**src/hw/rtl/backlight_fade_controller_core_defines.svh**
```systemverilog
// assertion macros shared by the backlight fade controller rtl
// no dependencies; included by files that carry concurrent checks
`ifndef BACKLIGHT_FADE_CONTROLLER_CORE_DEFINES_SVH
`define BACKLIGHT_FADE_CONTROLLER_CORE_DEFINES_SVH

// same-cycle implication, checked on every rising edge out of reset
`define BFC_ASSERT_IMP(label, clk, rstn, ante, cons) \
    label: assert property (@(posedge clk) disable iff (!(rstn)) (ante) |-> (cons)) \
        else $error("bfc check failed: same-cycle implication");

// next-cycle implication
`define BFC_ASSERT_NXT(label, clk, rstn, ante, cons) \
    label: assert property (@(posedge clk) disable iff (!(rstn)) (ante) |=> (cons)) \
        else $error("bfc check failed: next-cycle implication");

`endif

```
**src/hw/rtl/bfc_pkg.sv**
```systemverilog
// constants, register codes and reset values of the backlight fade controller
// no dependencies; used by backlight_fade_controller_core
package bfc_pkg;

    localparam int LVL_W  = 7;
    localparam int IDLE_W = 16;
    localparam int GAP_W  = 2;
    localparam int PCNT_W = 7;
    localparam int DUTY_W = 8;
    localparam int CIDX_W = 3;
    localparam int CDAT_W = 16;
    localparam int PROD_W = 15;   // 100 * 255 fits in 15 bits

    // timing parameters, in ticks
    localparam logic [GAP_W-1:0]  RAMP_GAP_TICKS   = 2'd2;
    localparam logic [PCNT_W-1:0] PULSE_HALF_TICKS = 7'd60;

    // saturation limits of the timers
    localparam logic [GAP_W-1:0]  GAP_MAX  = 2'd3;
    localparam logic [PCNT_W-1:0] PCNT_MAX = 7'd127;
    localparam logic [IDLE_W-1:0] IDLE_MAX = 16'hFFFF;

    localparam logic [LVL_W-1:0] PCT_FULL = 7'd100;

    // divide by 100: floor(x * 5243 / 2^19) is exact for x <= 25500
    localparam int               RECIP_W     = 13;
    localparam logic [RECIP_W-1:0] RECIP_100 = 13'd5243;
    localparam int               RECIP_SHIFT = 19;
    localparam int               QPROD_W     = PROD_W + RECIP_W;

    // register indexes
    localparam logic [CIDX_W-1:0] REG_LEVEL_HIGH      = 3'd0;
    localparam logic [CIDX_W-1:0] REG_LEVEL_LOW       = 3'd1;
    localparam logic [CIDX_W-1:0] REG_STEP_UP         = 3'd2;
    localparam logic [CIDX_W-1:0] REG_STEP_DOWN       = 3'd3;
    localparam logic [CIDX_W-1:0] REG_PULSE_STEP_UP   = 3'd4;
    localparam logic [CIDX_W-1:0] REG_PULSE_STEP_DOWN = 3'd5;
    localparam logic [CIDX_W-1:0] REG_IDLE_TIMEOUT    = 3'd6;
    localparam logic [CIDX_W-1:0] REG_PWM_FULL        = 3'd7;

    // reset values
    localparam logic [LVL_W-1:0]  RST_LEVEL_HIGH      = 7'd100;
    localparam logic [LVL_W-1:0]  RST_LEVEL_LOW       = 7'd10;
    localparam logic [LVL_W-1:0]  RST_STEP_UP         = 7'd5;
    localparam logic [LVL_W-1:0]  RST_STEP_DOWN       = 7'd1;
    localparam logic [LVL_W-1:0]  RST_PULSE_STEP_UP   = 7'd5;
    localparam logic [LVL_W-1:0]  RST_PULSE_STEP_DOWN = 7'd5;
    localparam logic [IDLE_W-1:0] RST_IDLE_TIMEOUT    = 16'd3000;
    localparam logic [DUTY_W-1:0] RST_PWM_FULL        = 8'd255;
    localparam logic [LVL_W-1:0]  RST_LEVEL           = 7'd100;

endpackage

```
**src/hw/rtl/backlight_fade_controller_core.sv**
```systemverilog
// backlight fade controller: brightness ramp, idle dimming, pulsing, pwm duty
// depends on bfc_pkg and backlight_fade_controller_core_defines.svh
//
//   channel | ports                                 | direction
//   --------+---------------------------------------+-----------
//   s_      | s_valid s_ready s_activity s_pulse_mode | in, one tick per item
//   m_      | m_valid m_ready m_pwm_duty m_brightness | out, one item per tick
//   cfg_    | cfg_valid cfg_ready cfg_index cfg_data  | in, register writes
//
// throughput is one item per cycle unless m_ready stalls; three register stages
// (input, state update with duty product, divide by 100) pass each item on to
// m_valid; each stage holds while the stage behind it is full and stalled, so
// a stall on m_ready backs up to s_ready only once all three stages are full
// aresetn is synchronous and active low; it restores register reset values,
// full brightness and cleared timers; cfg_ready is always high
`include "backlight_fade_controller_core_defines.svh"

module backlight_fade_controller_core (
    input  logic                         aclk,
    input  logic                         aresetn,
    // tick items
    input  logic                         s_valid,
    output logic                         s_ready,
    input  logic                         s_activity,
    input  logic                         s_pulse_mode,
    // result items
    output logic                         m_valid,
    input  logic                         m_ready,
    output logic [bfc_pkg::DUTY_W-1:0]   m_pwm_duty,
    output logic [bfc_pkg::LVL_W-1:0]    m_brightness,
    // register writes
    input  logic                         cfg_valid,
    output logic                         cfg_ready,
    input  logic [bfc_pkg::CIDX_W-1:0]   cfg_index,
    input  logic [bfc_pkg::CDAT_W-1:0]   cfg_data
);

    // configuration registers
    logic [bfc_pkg::LVL_W-1:0]  level_high_reg;
    logic [bfc_pkg::LVL_W-1:0]  level_low_reg;
    logic [bfc_pkg::LVL_W-1:0]  step_up_reg;
    logic [bfc_pkg::LVL_W-1:0]  step_down_reg;
    logic [bfc_pkg::LVL_W-1:0]  pulse_step_up_reg;
    logic [bfc_pkg::LVL_W-1:0]  pulse_step_down_reg;
    logic [bfc_pkg::IDLE_W-1:0] idle_timeout_reg;
    logic [bfc_pkg::DUTY_W-1:0] pwm_full_reg;

    // block state
    logic [bfc_pkg::LVL_W-1:0]  level_reg,       level_next;
    logic [bfc_pkg::IDLE_W-1:0] idle_count_reg,  idle_count_next;
    logic [bfc_pkg::GAP_W-1:0]  gap_count_reg,   gap_count_next;
    logic [bfc_pkg::PCNT_W-1:0] pulse_count_reg, pulse_count_next;
    logic                       pulse_phase_reg, pulse_phase_next;

    // pipeline registers
    logic                        in_vld_reg;
    logic                        in_act_reg;
    logic                        in_pulse_reg;
    logic                        st1_vld_reg;
    logic [bfc_pkg::PROD_W-1:0]  st1_prod_reg,  st1_prod_next;
    logic [bfc_pkg::LVL_W-1:0]   st1_level_reg;
    logic                        out_vld_reg;
    logic [bfc_pkg::DUTY_W-1:0]  out_duty_reg,  out_duty_next;
    logic [bfc_pkg::LVL_W-1:0]   out_level_reg;

    // stage handshakes
    logic out_rdy;
    logic st1_rdy;
    logic in_rdy;
    logic adv0;     // stage 0 item moves on and updates the state

    // stage 0 datapath
    logic [bfc_pkg::IDLE_W-1:0] idle_eff;
    logic                       rising;
    logic [bfc_pkg::LVL_W-1:0]  step;
    logic                       gap_ok;
    logic [bfc_pkg::LVL_W:0]    up_sum;
    logic [bfc_pkg::LVL_W:0]    low_plus;
    logic                       stepped;
    logic                       flipped;
    logic [bfc_pkg::LVL_W-1:0]  pct;

    // stage 1 datapath
    logic [bfc_pkg::QPROD_W-1:0] qprod;

    // ready chain: a stage takes an item when empty or when it empties now
    assign out_rdy  = !out_vld_reg || m_ready;
    assign st1_rdy  = !st1_vld_reg || out_rdy;
    assign in_rdy   = !in_vld_reg  || st1_rdy;
    assign adv0     = in_vld_reg && st1_rdy;

    assign s_ready   = in_rdy;
    assign cfg_ready = 1'b1;

    assign m_valid      = out_vld_reg;
    assign m_pwm_duty   = out_duty_reg;
    assign m_brightness = out_level_reg;

    // configuration writes, value truncated to the register width
    always_ff @(posedge aclk) begin
        if (!aresetn) begin
            level_high_reg      <= bfc_pkg::RST_LEVEL_HIGH;
            level_low_reg       <= bfc_pkg::RST_LEVEL_LOW;
            step_up_reg         <= bfc_pkg::RST_STEP_UP;
            step_down_reg       <= bfc_pkg::RST_STEP_DOWN;
            pulse_step_up_reg   <= bfc_pkg::RST_PULSE_STEP_UP;
            pulse_step_down_reg <= bfc_pkg::RST_PULSE_STEP_DOWN;
            idle_timeout_reg    <= bfc_pkg::RST_IDLE_TIMEOUT;
            pwm_full_reg        <= bfc_pkg::RST_PWM_FULL;
        end else if (cfg_valid) begin
            unique case (cfg_index)
                bfc_pkg::REG_LEVEL_HIGH: begin
                    level_high_reg <= cfg_data[bfc_pkg::LVL_W-1:0];
                end
                bfc_pkg::REG_LEVEL_LOW: begin
                    level_low_reg <= cfg_data[bfc_pkg::LVL_W-1:0];
                end
                bfc_pkg::REG_STEP_UP: begin
                    step_up_reg <= cfg_data[bfc_pkg::LVL_W-1:0];
                end
                bfc_pkg::REG_STEP_DOWN: begin
                    step_down_reg <= cfg_data[bfc_pkg::LVL_W-1:0];
                end
                bfc_pkg::REG_PULSE_STEP_UP: begin
                    pulse_step_up_reg <= cfg_data[bfc_pkg::LVL_W-1:0];
                end
                bfc_pkg::REG_PULSE_STEP_DOWN: begin
                    pulse_step_down_reg <= cfg_data[bfc_pkg::LVL_W-1:0];
                end
                bfc_pkg::REG_IDLE_TIMEOUT: begin
                    idle_timeout_reg <= cfg_data[bfc_pkg::IDLE_W-1:0];
                end
                bfc_pkg::REG_PWM_FULL: begin
                    pwm_full_reg <= cfg_data[bfc_pkg::DUTY_W-1:0];
                end
            endcase
        end
    end

    // stage 0: one tick of the brightness state machine
    always_comb begin
        // activity restarts the idle timer only in normal mode
        idle_eff = (!in_pulse_reg && in_act_reg) ? '0 : idle_count_reg;

        if (in_pulse_reg) begin
            rising = !pulse_phase_reg;
            step   = pulse_phase_reg ? pulse_step_down_reg : pulse_step_up_reg;
        end else begin
            rising = (idle_eff < idle_timeout_reg);
            step   = rising ? step_up_reg : step_down_reg;
        end

        gap_ok   = (gap_count_reg >= bfc_pkg::RAMP_GAP_TICKS);
        up_sum   = {1'b0, level_reg} + {1'b0, step};
        low_plus = {1'b0, level_low_reg} + {1'b0, step};

        stepped    = 1'b0;
        level_next = level_reg;
        if (gap_ok) begin
            if (rising) begin
                // clamp at the high limit; a level already beyond it holds
                if (level_reg < level_high_reg) begin
                    stepped    = 1'b1;
                    level_next = (up_sum < {1'b0, level_high_reg})
                               ? up_sum[bfc_pkg::LVL_W-1:0] : level_high_reg;
                end
            end else begin
                if (level_reg > level_low_reg) begin
                    stepped    = 1'b1;
                    level_next = ({1'b0, level_reg} > low_plus)
                               ? (level_reg - step) : level_low_reg;
                end
            end
        end

        // pulse half period; the phase is held in normal mode
        flipped          = in_pulse_reg && (pulse_count_reg >= bfc_pkg::PULSE_HALF_TICKS);
        pulse_phase_next = pulse_phase_reg ^ flipped;

        // timers advance and saturate; a restarted timer reads one
        if (stepped) begin
            gap_count_next = {{(bfc_pkg::GAP_W-1){1'b0}}, 1'b1};
        end else if (gap_count_reg == bfc_pkg::GAP_MAX) begin
            gap_count_next = gap_count_reg;
        end else begin
            gap_count_next = gap_count_reg + 1'b1;
        end

        if (flipped) begin
            pulse_count_next = {{(bfc_pkg::PCNT_W-1){1'b0}}, 1'b1};
        end else if (pulse_count_reg == bfc_pkg::PCNT_MAX) begin
            pulse_count_next = pulse_count_reg;
        end else begin
            pulse_count_next = pulse_count_reg + 1'b1;
        end

        idle_count_next = (idle_eff == bfc_pkg::IDLE_MAX) ? idle_eff : (idle_eff + 1'b1);

        // duty product on the updated level, limited to 100 percent
        pct           = (level_next > bfc_pkg::PCT_FULL) ? bfc_pkg::PCT_FULL : level_next;
        st1_prod_next = bfc_pkg::PROD_W'(pct) * bfc_pkg::PROD_W'(pwm_full_reg);
    end

    // stage 1: divide the product by 100 through a reciprocal multiply
    always_comb begin
        qprod         = bfc_pkg::QPROD_W'(st1_prod_reg) * bfc_pkg::QPROD_W'(bfc_pkg::RECIP_100);
        out_duty_next = qprod[bfc_pkg::RECIP_SHIFT +: bfc_pkg::DUTY_W];
    end

    // state registers move only with a stage 0 item
    always_ff @(posedge aclk) begin
        if (!aresetn) begin
            level_reg       <= bfc_pkg::RST_LEVEL;
            idle_count_reg  <= '0;
            gap_count_reg   <= '0;
            pulse_count_reg <= '0;
            pulse_phase_reg <= 1'b0;
        end else if (adv0) begin
            level_reg       <= level_next;
            idle_count_reg  <= idle_count_next;
            gap_count_reg   <= gap_count_next;
            pulse_count_reg <= pulse_count_next;
            pulse_phase_reg <= pulse_phase_next;
        end
    end

    // pipeline valid bits
    always_ff @(posedge aclk) begin
        if (!aresetn) begin
            in_vld_reg  <= 1'b0;
            st1_vld_reg <= 1'b0;
            out_vld_reg <= 1'b0;
        end else begin
            if (in_rdy) begin
                in_vld_reg <= s_valid;
            end
            if (st1_rdy) begin
                st1_vld_reg <= in_vld_reg;
            end
            if (out_rdy) begin
                out_vld_reg <= st1_vld_reg;
            end
        end
    end

    // pipeline payload, no reset needed
    always_ff @(posedge aclk) begin
        if (in_rdy && s_valid) begin
            in_act_reg   <= s_activity;
            in_pulse_reg <= s_pulse_mode;
        end
        if (adv0) begin
            st1_prod_reg  <= st1_prod_next;
            st1_level_reg <= level_next;
        end
        if (out_rdy && st1_vld_reg) begin
            out_duty_reg  <= out_duty_next;
            out_level_reg <= st1_level_reg;
        end
    end

    // a stalled input side means the input stage holds an item
    `BFC_ASSERT_IMP(a_stall_has_item, aclk, aresetn, !s_ready, in_vld_reg)
    // the level only changes when a tick is processed
    `BFC_ASSERT_NXT(a_level_hold, aclk, aresetn, !adv0, $stable(level_reg))
    // a ramp step restarts the gap timer at one
    `BFC_ASSERT_NXT(a_gap_restart, aclk, aresetn, adv0 && stepped, gap_count_reg == 2'd1)
    // the duty product never exceeds 100 percent of full scale
    `BFC_ASSERT_IMP(a_prod_range, aclk, aresetn, st1_vld_reg, st1_prod_reg <= 15'd25500)

endmodule

```
**config.mk**
```make
export PLATFORM = sky130hd
export DESIGN_NAME = backlight_fade_controller_core
export DESIGN_NICKNAME = d
export VERILOG_FILES = /design/src/hw/rtl/bfc_pkg.sv /design/src/hw/rtl/backlight_fade_controller_core.sv
export VERILOG_INCLUDE_DIRS = /design/src /design/src/hw/rtl
export SDC_FILE = /design/constraint.sdc
export NUM_CORES = 1
export LEC_CHECK = 0
export BUFFER_PORTS_ARGS = -buffer_cell sky130_fd_sc_hd__buf_4
export CAP_MARGIN = 20
export CORE_ASPECT_RATIO = 0.9
export CORE_UTILIZATION = 60
export DETAILED_ROUTE_END_ITERATION = 8
export GPL_ROUTABILITY_DRIVEN = 1
export PLACE_DENSITY_LB_ADDON = 0.05
export SLEW_MARGIN = 20
export SYNTH_ARGS = -nofsm -noshare
export SYNTH_HDL_FRONTEND = slang
export SYNTH_SLANG_ARGS = --single-unit
export TNS_END_PERCENT = 100
```
**constraint.sdc**
```tcl
create_clock -name aclk -period 11.33 [get_ports aclk]
set_clock_uncertainty 0.05 [all_clocks]
set_input_delay 0.5665 -clock aclk [delete_from_list [all_inputs] [get_ports aclk]]
set_output_delay 0.5665 -clock aclk [all_outputs]
set_load 0.02 [all_outputs]
```
* Word-level counts from Yosys, hierarchy flattened
Cells that the tools add are included. Widths: inputs -> output; s select.
Operators by class: add/sub/neg operators 6, multipliers 2, div/mod/pow operators 0, order comparisons 8, eq/ne operators 12, shift operators 0, mux-type cells 21, bitwise operators 1, reduce and logical (&&, ||, !) cells 24
Operator list (number):
- $mux 7 | 12
- $mux 16 | 2
- $mul 15x13->27 const B | 1
- $reduce_and 2->1 | 10
- $add 16x1->16 const B | 1
- $add 7x7->8 | 2
- $eq 16x16->1 const B | 1
- $lt 16x16->1 | 1
- $mul 7x8->15 | 1
- $eq 3x3->1 const B | 4
- $gt 7x8->1 | 1
- $lt 8x7->1 | 1
- $add 7x1->7 const B | 1
- $eq 7x7->1 const B | 1
- $ge 7x6->1 const B | 1
- $gt 7x7->1 | 1
- $gt 7x7->1 const B | 1
- $lt 7x7->1 | 1
- $sub 7x7->7 | 1
- $eq 3x2->1 const B | 2
- $logic_and 1x1->1 | 5
- $logic_not 1->1 | 5
- $mux 1 | 5
- $mux 2 | 2
- other kinds (8) | 11
Storage, ports and cells: register bits 141, bits in latches 0, bits in writable memories 0, memory bits (read-only) 0, bits of input ports 26, output and inout port bits 18, logic and storage cells 96, memories kept 0

* Longest topological paths before layout
depth in word-level cells 15, mapped depth 49, depth with buffers taken out 46

* Worst setup path after synthesis
Ideal clock, no wire load.
kind reg-to-reg, start reg in_act_reg, end reg st1_prod_reg[14] (netlist bit) (data pin), setup time 0.266 ns, arrival 9.700 ns, data required time 11.014 ns, path slack 1.314 ns, cell stages (with the launch flop) 47, buffers on the path 4, clock period less this slack 10.016 ns, cells stage by stage edfxtp_1 -> nand2b_4 -> clkbuf_1 -> clkbuf_1 -> and2_1 -> ha_1 -> a211oi_1 -> o21bai_1 -> a21oi_1 -> o211ai_1 -> nor2_1 -> mux2i_1 -> a21oi_1 -> ha_1 -> inv_1 -> fa_1 -> nand2b_1 -> a211oi_1 -> [11 not listed] -> nand2_4 -> a21oi_4 -> buf_6 -> nor4_1 -> fa_1 -> fa_1 -> inv_1 -> fa_1 -> inv_1 -> fa_1 -> ha_1 -> a21o_1 -> a21o_1 -> a21o_1 -> nand2_1 -> a21oi_1 -> o41ai_1 -> xnor2_1
Between the ends: longest elaborated chain between the ends 14, elaborated cells between the ends (all ways) 20, those cells by class add/sub: 3; mul: 1; order compare: 4; mux: 11; reduce/logical: 1
Ends and longest elaborated chain:
- start, declared | line backlight_fade_controller_core.sv:57 | logic in_act_reg;
- start signal, assigned | line backlight_fade_controller_core.sv:249 | in_act_reg <= s_activity;
- $logic_and 1x1->1 (*) | line backlight_fade_controller_core.sv:143 | idle_eff = (!in_pulse_reg && in_act_reg) ? '0 : idle_count_reg;
- $mux 16 (*) | line backlight_fade_controller_core.sv:143
- $lt 16x16->1 (*) | line backlight_fade_controller_core.sv:149 | rising = (idle_eff < idle_timeout_reg);
- $mux 7 | line backlight_fade_controller_core.sv:150 | step = rising ? step_up_reg : step_down_reg;
- $mux 7 | line backlight_fade_controller_core.sv:145 | if (in_pulse_reg) begin
- $add 7x7->8, on equally long branches | line backlight_fade_controller_core.sv:155, backlight_fade_controller_core.sv:154
- $gt 7x8->1 / $lt 8x7->1 (equally long branches) | line backlight_fade_controller_core.sv:170, backlight_fade_controller_core.sv:164
- $mux 7, on equally long branches | line backlight_fade_controller_core.sv:171, backlight_fade_controller_core.sv:165
- $mux 7, on equally long branches | line backlight_fade_controller_core.sv:168, backlight_fade_controller_core.sv:162
- $mux 7 (*) | line backlight_fade_controller_core.sv:160 | if (rising) begin
- $mux 7 (*) | line backlight_fade_controller_core.sv:159 | if (gap_ok) begin
- named net level_next (one bit) | line backlight_fade_controller_core.sv:49 | logic [bfc_pkg::LVL_W-1:0] level_reg, level_next;
- $gt 7x7->1 | line backlight_fade_controller_core.sv:200 | pct = (level_next > bfc_pkg::PCT_FULL) ? bfc_pkg::PCT_FULL : level_next;
- $mux 7 (*) | line backlight_fade_controller_core.sv:200
- $mul 7x8->15 (*) | line backlight_fade_controller_core.sv:201 | st1_prod_next = bfc_pkg::PROD_W'(pct) * bfc_pkg::PROD_W'(pwm_full_reg);
- named net st1_prod_next (one bit) | line backlight_fade_controller_core.sv:60 | logic [bfc_pkg::PROD_W-1:0] st1_prod_reg, st1_prod_next;
- end signal, assigned | line backlight_fade_controller_core.sv:253 | st1_prod_reg <= st1_prod_next;
- end, declared | line backlight_fade_controller_core.sv:60
Mark *: on every way through the listed nets, which the timed path passes. The rest lies on a longest branch. A chain may end at the register's enable or synchronous reset.

* Final worst setup path
start reg in_pulse_reg, end reg st1_prod_reg[14] (netlist bit) (data pin)
Between the ends: longest elaborated chain between the ends 15, elaborated cells between the ends (all ways) 21, those cells by class add/sub: 3; mul: 1; order compare: 4; mux: 11; reduce/logical: 2
Ends and longest elaborated chain:
- start, declared | line backlight_fade_controller_core.sv:58 | logic in_pulse_reg;
- start signal, assigned | line backlight_fade_controller_core.sv:250 | in_pulse_reg <= s_pulse_mode;
- $logic_not 1->1 | line backlight_fade_controller_core.sv:143
- $logic_and 1x1->1 | line backlight_fade_controller_core.sv:143
- $mux 16 | line backlight_fade_controller_core.sv:143
- $lt 16x16->1 | line backlight_fade_controller_core.sv:149
- $mux 7 | line backlight_fade_controller_core.sv:150
- $mux 7 | line backlight_fade_controller_core.sv:145
- $add 7x7->8, on equally long branches | line backlight_fade_controller_core.sv:155, backlight_fade_controller_core.sv:154
- $gt 7x8->1 / $lt 8x7->1 (equally long branches) | line backlight_fade_controller_core.sv:170, backlight_fade_controller_core.sv:164
- $mux 7, on equally long branches | line backlight_fade_controller_core.sv:171, backlight_fade_controller_core.sv:165
- $mux 7, on equally long branches | line backlight_fade_controller_core.sv:168, backlight_fade_controller_core.sv:162
- $mux 7 (*) | line backlight_fade_controller_core.sv:160
- $mux 7 (*) | line backlight_fade_controller_core.sv:159
- named net level_next (one bit) | line backlight_fade_controller_core.sv:49
- $gt 7x7->1 | line backlight_fade_controller_core.sv:200
- $mux 7 (*) | line backlight_fade_controller_core.sv:200
- $mul 7x8->15 (*) | line backlight_fade_controller_core.sv:201
- named net st1_prod_next (one bit) | line backlight_fade_controller_core.sv:60
Marks and branches as above.

==> summary.md <==
| Metric | Value |
|---|---|
| Fin. Hold Viols | `0` |
| Synth top area share | `18.84%` |
| Initial Util | `60.98%` |
| HPWL Detailed | `23.75 mm` |
| Post-Syn Area | `13,150 um^2` |
| WS Path Type | `reg -> reg` |
| Family with the most delay on the worst path | `compound AO/OA/AOI/OAI gates` |
| CTS Buf Count | `17` |
| CP bufs+invs | `6` |
| Tot GR Track Use | `28.81%` |
| H-tree Lvls | `4` |
| Hold Path Origin | `s_activity` |
| Total grt overflow | `0` |
| Area occupied by multi-input gates | `8982 um^2` |
| RSZ-0062 raised after global routing | `no` |
| Most numerous cell in the Yosys netlist | `inv_1` |
| Vias in the first global route | `9,948` |
| Fin area | `14,320 um^2` |
| Fraction of layout cells with a size suffix above 1 | `7.487%` |
| Initial antenna violation count | `0` |
| Post-CTS Hold Buffers | `0` |
| CP peak stage delay | `0.56 ns` |
| Sequential share of the synthesized area | `24.43%` |
| Chip height | `142.5 um` |
| Reg area | `3213 um^2` |
| Vias/cell | `5.720` |
| Clk root buf | `clkbuf_16` |
| Port bufs | `42` |
| Synth top area cells | `ha_1 19%, dfxtp_1 16%, fa_1 15%` |
| Reg-to-Reg End | `st1_prod_reg[14]` |
| Crit-path most repeated cell | `ha_1` |
| Worst Setup Start Kind | `register` |
| CP arrival | `10.69 ns` |
| Mapped Nets | `1,780` |
| Syn. warnings | `0` |
| Endpoints failing setup | `0` |
| Outcome | `complete, no violations` |
| Synthesized instance count | `1,456` |
| Slew @ Worst Pin | `0.9945 ns` |
| XOR/XNOR share of the synthesized area | `2.730%` |
| Max-slew headroom | `33.40%` |
| Simple-Gate Fraction of Synth Area | `16.16%` |
| Compound-cell area share of the yosys netlist | `13.21%` |
| ANT nets after route | `0` |
| Register bit count reported by yosys | `141` |
| Setup crit end kind | `register` |
| Fmax achieved | `94.62 MHz` |
| CP Max Fanout | `12` |
| Post-synth top cells | `210 x inv_1, 198 x ha_1, 191 x nand2_1, 102 x dfxtp_1, 100 x fa_1` |
| DR iter-0 viols | `718` |
| Ys async rst share | `0%` |
| Area after DPL | `13,690 um^2` |
| Primary FF master, synth | `dfxtp_1` |
| Hold Path End | `in_act_reg` |
| Vias | `10,221` |
| CP max stage cell | `edfxtp_1` |
| Worst-path clk slew | `0.08 ns` |
| CP Data Required Time | `11.45 ns` |
| Final worst path period share | `93.28%` |
| Area of the die | `22,520 um^2` |
| Worst hold path depth | `1` |
| Layout Nets | `1,807` |
| Placer Congestion | `0.8879` |
| Global-route wire length before repair | `49.98 mm` |
| CTS tree | `yes` |
| Core Area | `21,570 um^2` |
| Clock Latency Late Sink | `0.44 ns` |
| Yosys cell types | `80` |
| Setup_tns | `0 ns` |
| Die width | `158.1 um` |
| Io pins | `44` |
| Drt pass-1 iters | `5` |
| Final Critical Period | `10.57 ns` |
| FF-to-FF Start | `in_pulse_reg` |
| Post-Route WL | `31.28 mm` |
| Wirelength per Cell | `17.50 um` |
| Largest net degree at the start of global routing | `99` |
| ANT cells | `0` |
| Yosys top cell by area | `ha_1` |
| Core Rows | `51` |
| Reg2Reg Setup Slack | `0.76 ns` |
| Post-Synth Adder-Cell Area | `34.06%` |
| Slew Viols, Final | `0` |
| Clk buf depth | `2` |
| Post-synthesis mux area share | `1.808%` |
| Max-cap viol count | `0` |
| DRC violations left | `0` |
| Largest family of logic cells by synthesized area | `adder cells` |
| Number of synthesized flops with an enable pin | `39` |
| Worst r2r path cells | `47` |
| Area Growth Syn to Fin | `8.876%` |
| Fillcell total | `1,847` |
| Synthesized area per cell | `9.033 um^2` |
| Sink Count | `141` |
| Worst Hold Class | `in -> reg` |
| Setup bufs post-CTS | `0` |
-- timing repair --
| action | CTS | global route |
|---|---|---|
| setup endpoints to repair | 0 | 2 |
| endpoints found under the hold margin | 0 | 0 |
| resized for setup | 0 | 4 |
-- placed cells by master (no fill, tap or decap), types with 5 or more instances in the layout --
cell type,netlist,routed
fa_1,100,100
o21ai_0,28,28
inv_8,0,5
and3_1,10,10
clkbuf_16,0,17
a21o_1,15,15
nand3_1,36,36
nand2_1,191,191
a211oi_1,12,12
edfxtp_1,39,39
xnor2_1,26,26
ha_1,198,198
mux2i_1,20,20
nor4_1,11,8
nor2_1,86,85
inv_1,210,210
dfxtp_1,102,102
nor2b_1,22,21
o211ai_1,31,31
a21boi_0,45,45
a31oi_1,8,8
and2_1,38,38
o21a_1,8,8
a21oi_1,41,41
buf_4,3,48
nand4_1,9,9
nand2b_1,15,15
nor3_1,17,16
xor2_1,15,15
-- metal layers --
layer	GRT usage [%]	share of wire (%)	vias to the layer above
li1	-	-	4952
met1	36.75	44	4946
met2	49.78	49	268
met3	4.202	4.4	55
met4	9.666	2.5	0
met5	0	0	-
-- metrics by stage --
step,instances,utilization [%],hold slack (ns),worst slack (ns)
after floorplan,1456,-,0.3503,1.314
after global placement,1754,63.46,0.3513,1.055
after detailed placement,1754,63.46,0.3562,0.8041
after CTS,1786,66.22,0.2377,0.7285
after global routing,1787,66.39,0.2482,0.06285
final,1787,66.39,0.2471,0.7615
-- logic make-up (layout without fill, tap and decap cells) --
| logic type | Yosys count | in the layout |
|---|---|---|
| simple gates | 456 | 456 |
| fa+ha+maj | 298 | 298 |
| buf+inv | 255 | 294 |
| compound gates | 241 | 242 |
| flops | 141 | 141 |
| xor+xnor | 41 | 41 |
| mux | 23 | 23 |
| other cells | 1 | 1 |
-- worst max-delay path by stage --
stage	to	start	cells after the start
2_1_floorplan	st1_prod_reg[14]	in_act_reg	46
3_3_place_gp	st1_prod_reg[14]	in_pulse_reg	45
3_5_place_dp	st1_prod_reg[14]	in_pulse_reg	47
4_1_cts	st1_prod_reg[14]	in_pulse_reg	47
5_1_grt	st1_prod_reg[13]	in_pulse_reg	47
6_report	st1_prod_reg[14]	in_pulse_reg	47
-- worst register-to-register path, delay by kind of cell, from the launching register on --
kind | cells | cell delay, ns
compound gates | 19 | 3.73
fa+ha+maj | 9 | 3.29
simple gates | 10 | 1.75
flops | 1 | 0.56
buf+inv | 6 | 0.55
xor+xnor | 2 | 0.25
mux | 1 | 0.09
-- cell type report --
| type | instances | area share [%] |
|---|---|---|
| multi-input cells | 1061 | 62.73 |
| flip-flops and latches | 141 | 22.44 |
| inverters | 214 | 5.610 |
| clock buffers | 17 | 2.971 |
| well taps | 291 | 2.543 |
| repair buffers | 48 | 2.517 |
| clock inverters | 15 | 1.188 |
Power is not shown: default switching activity piles up to over one toggle a cycle in this logic, so the estimate is an artifact.
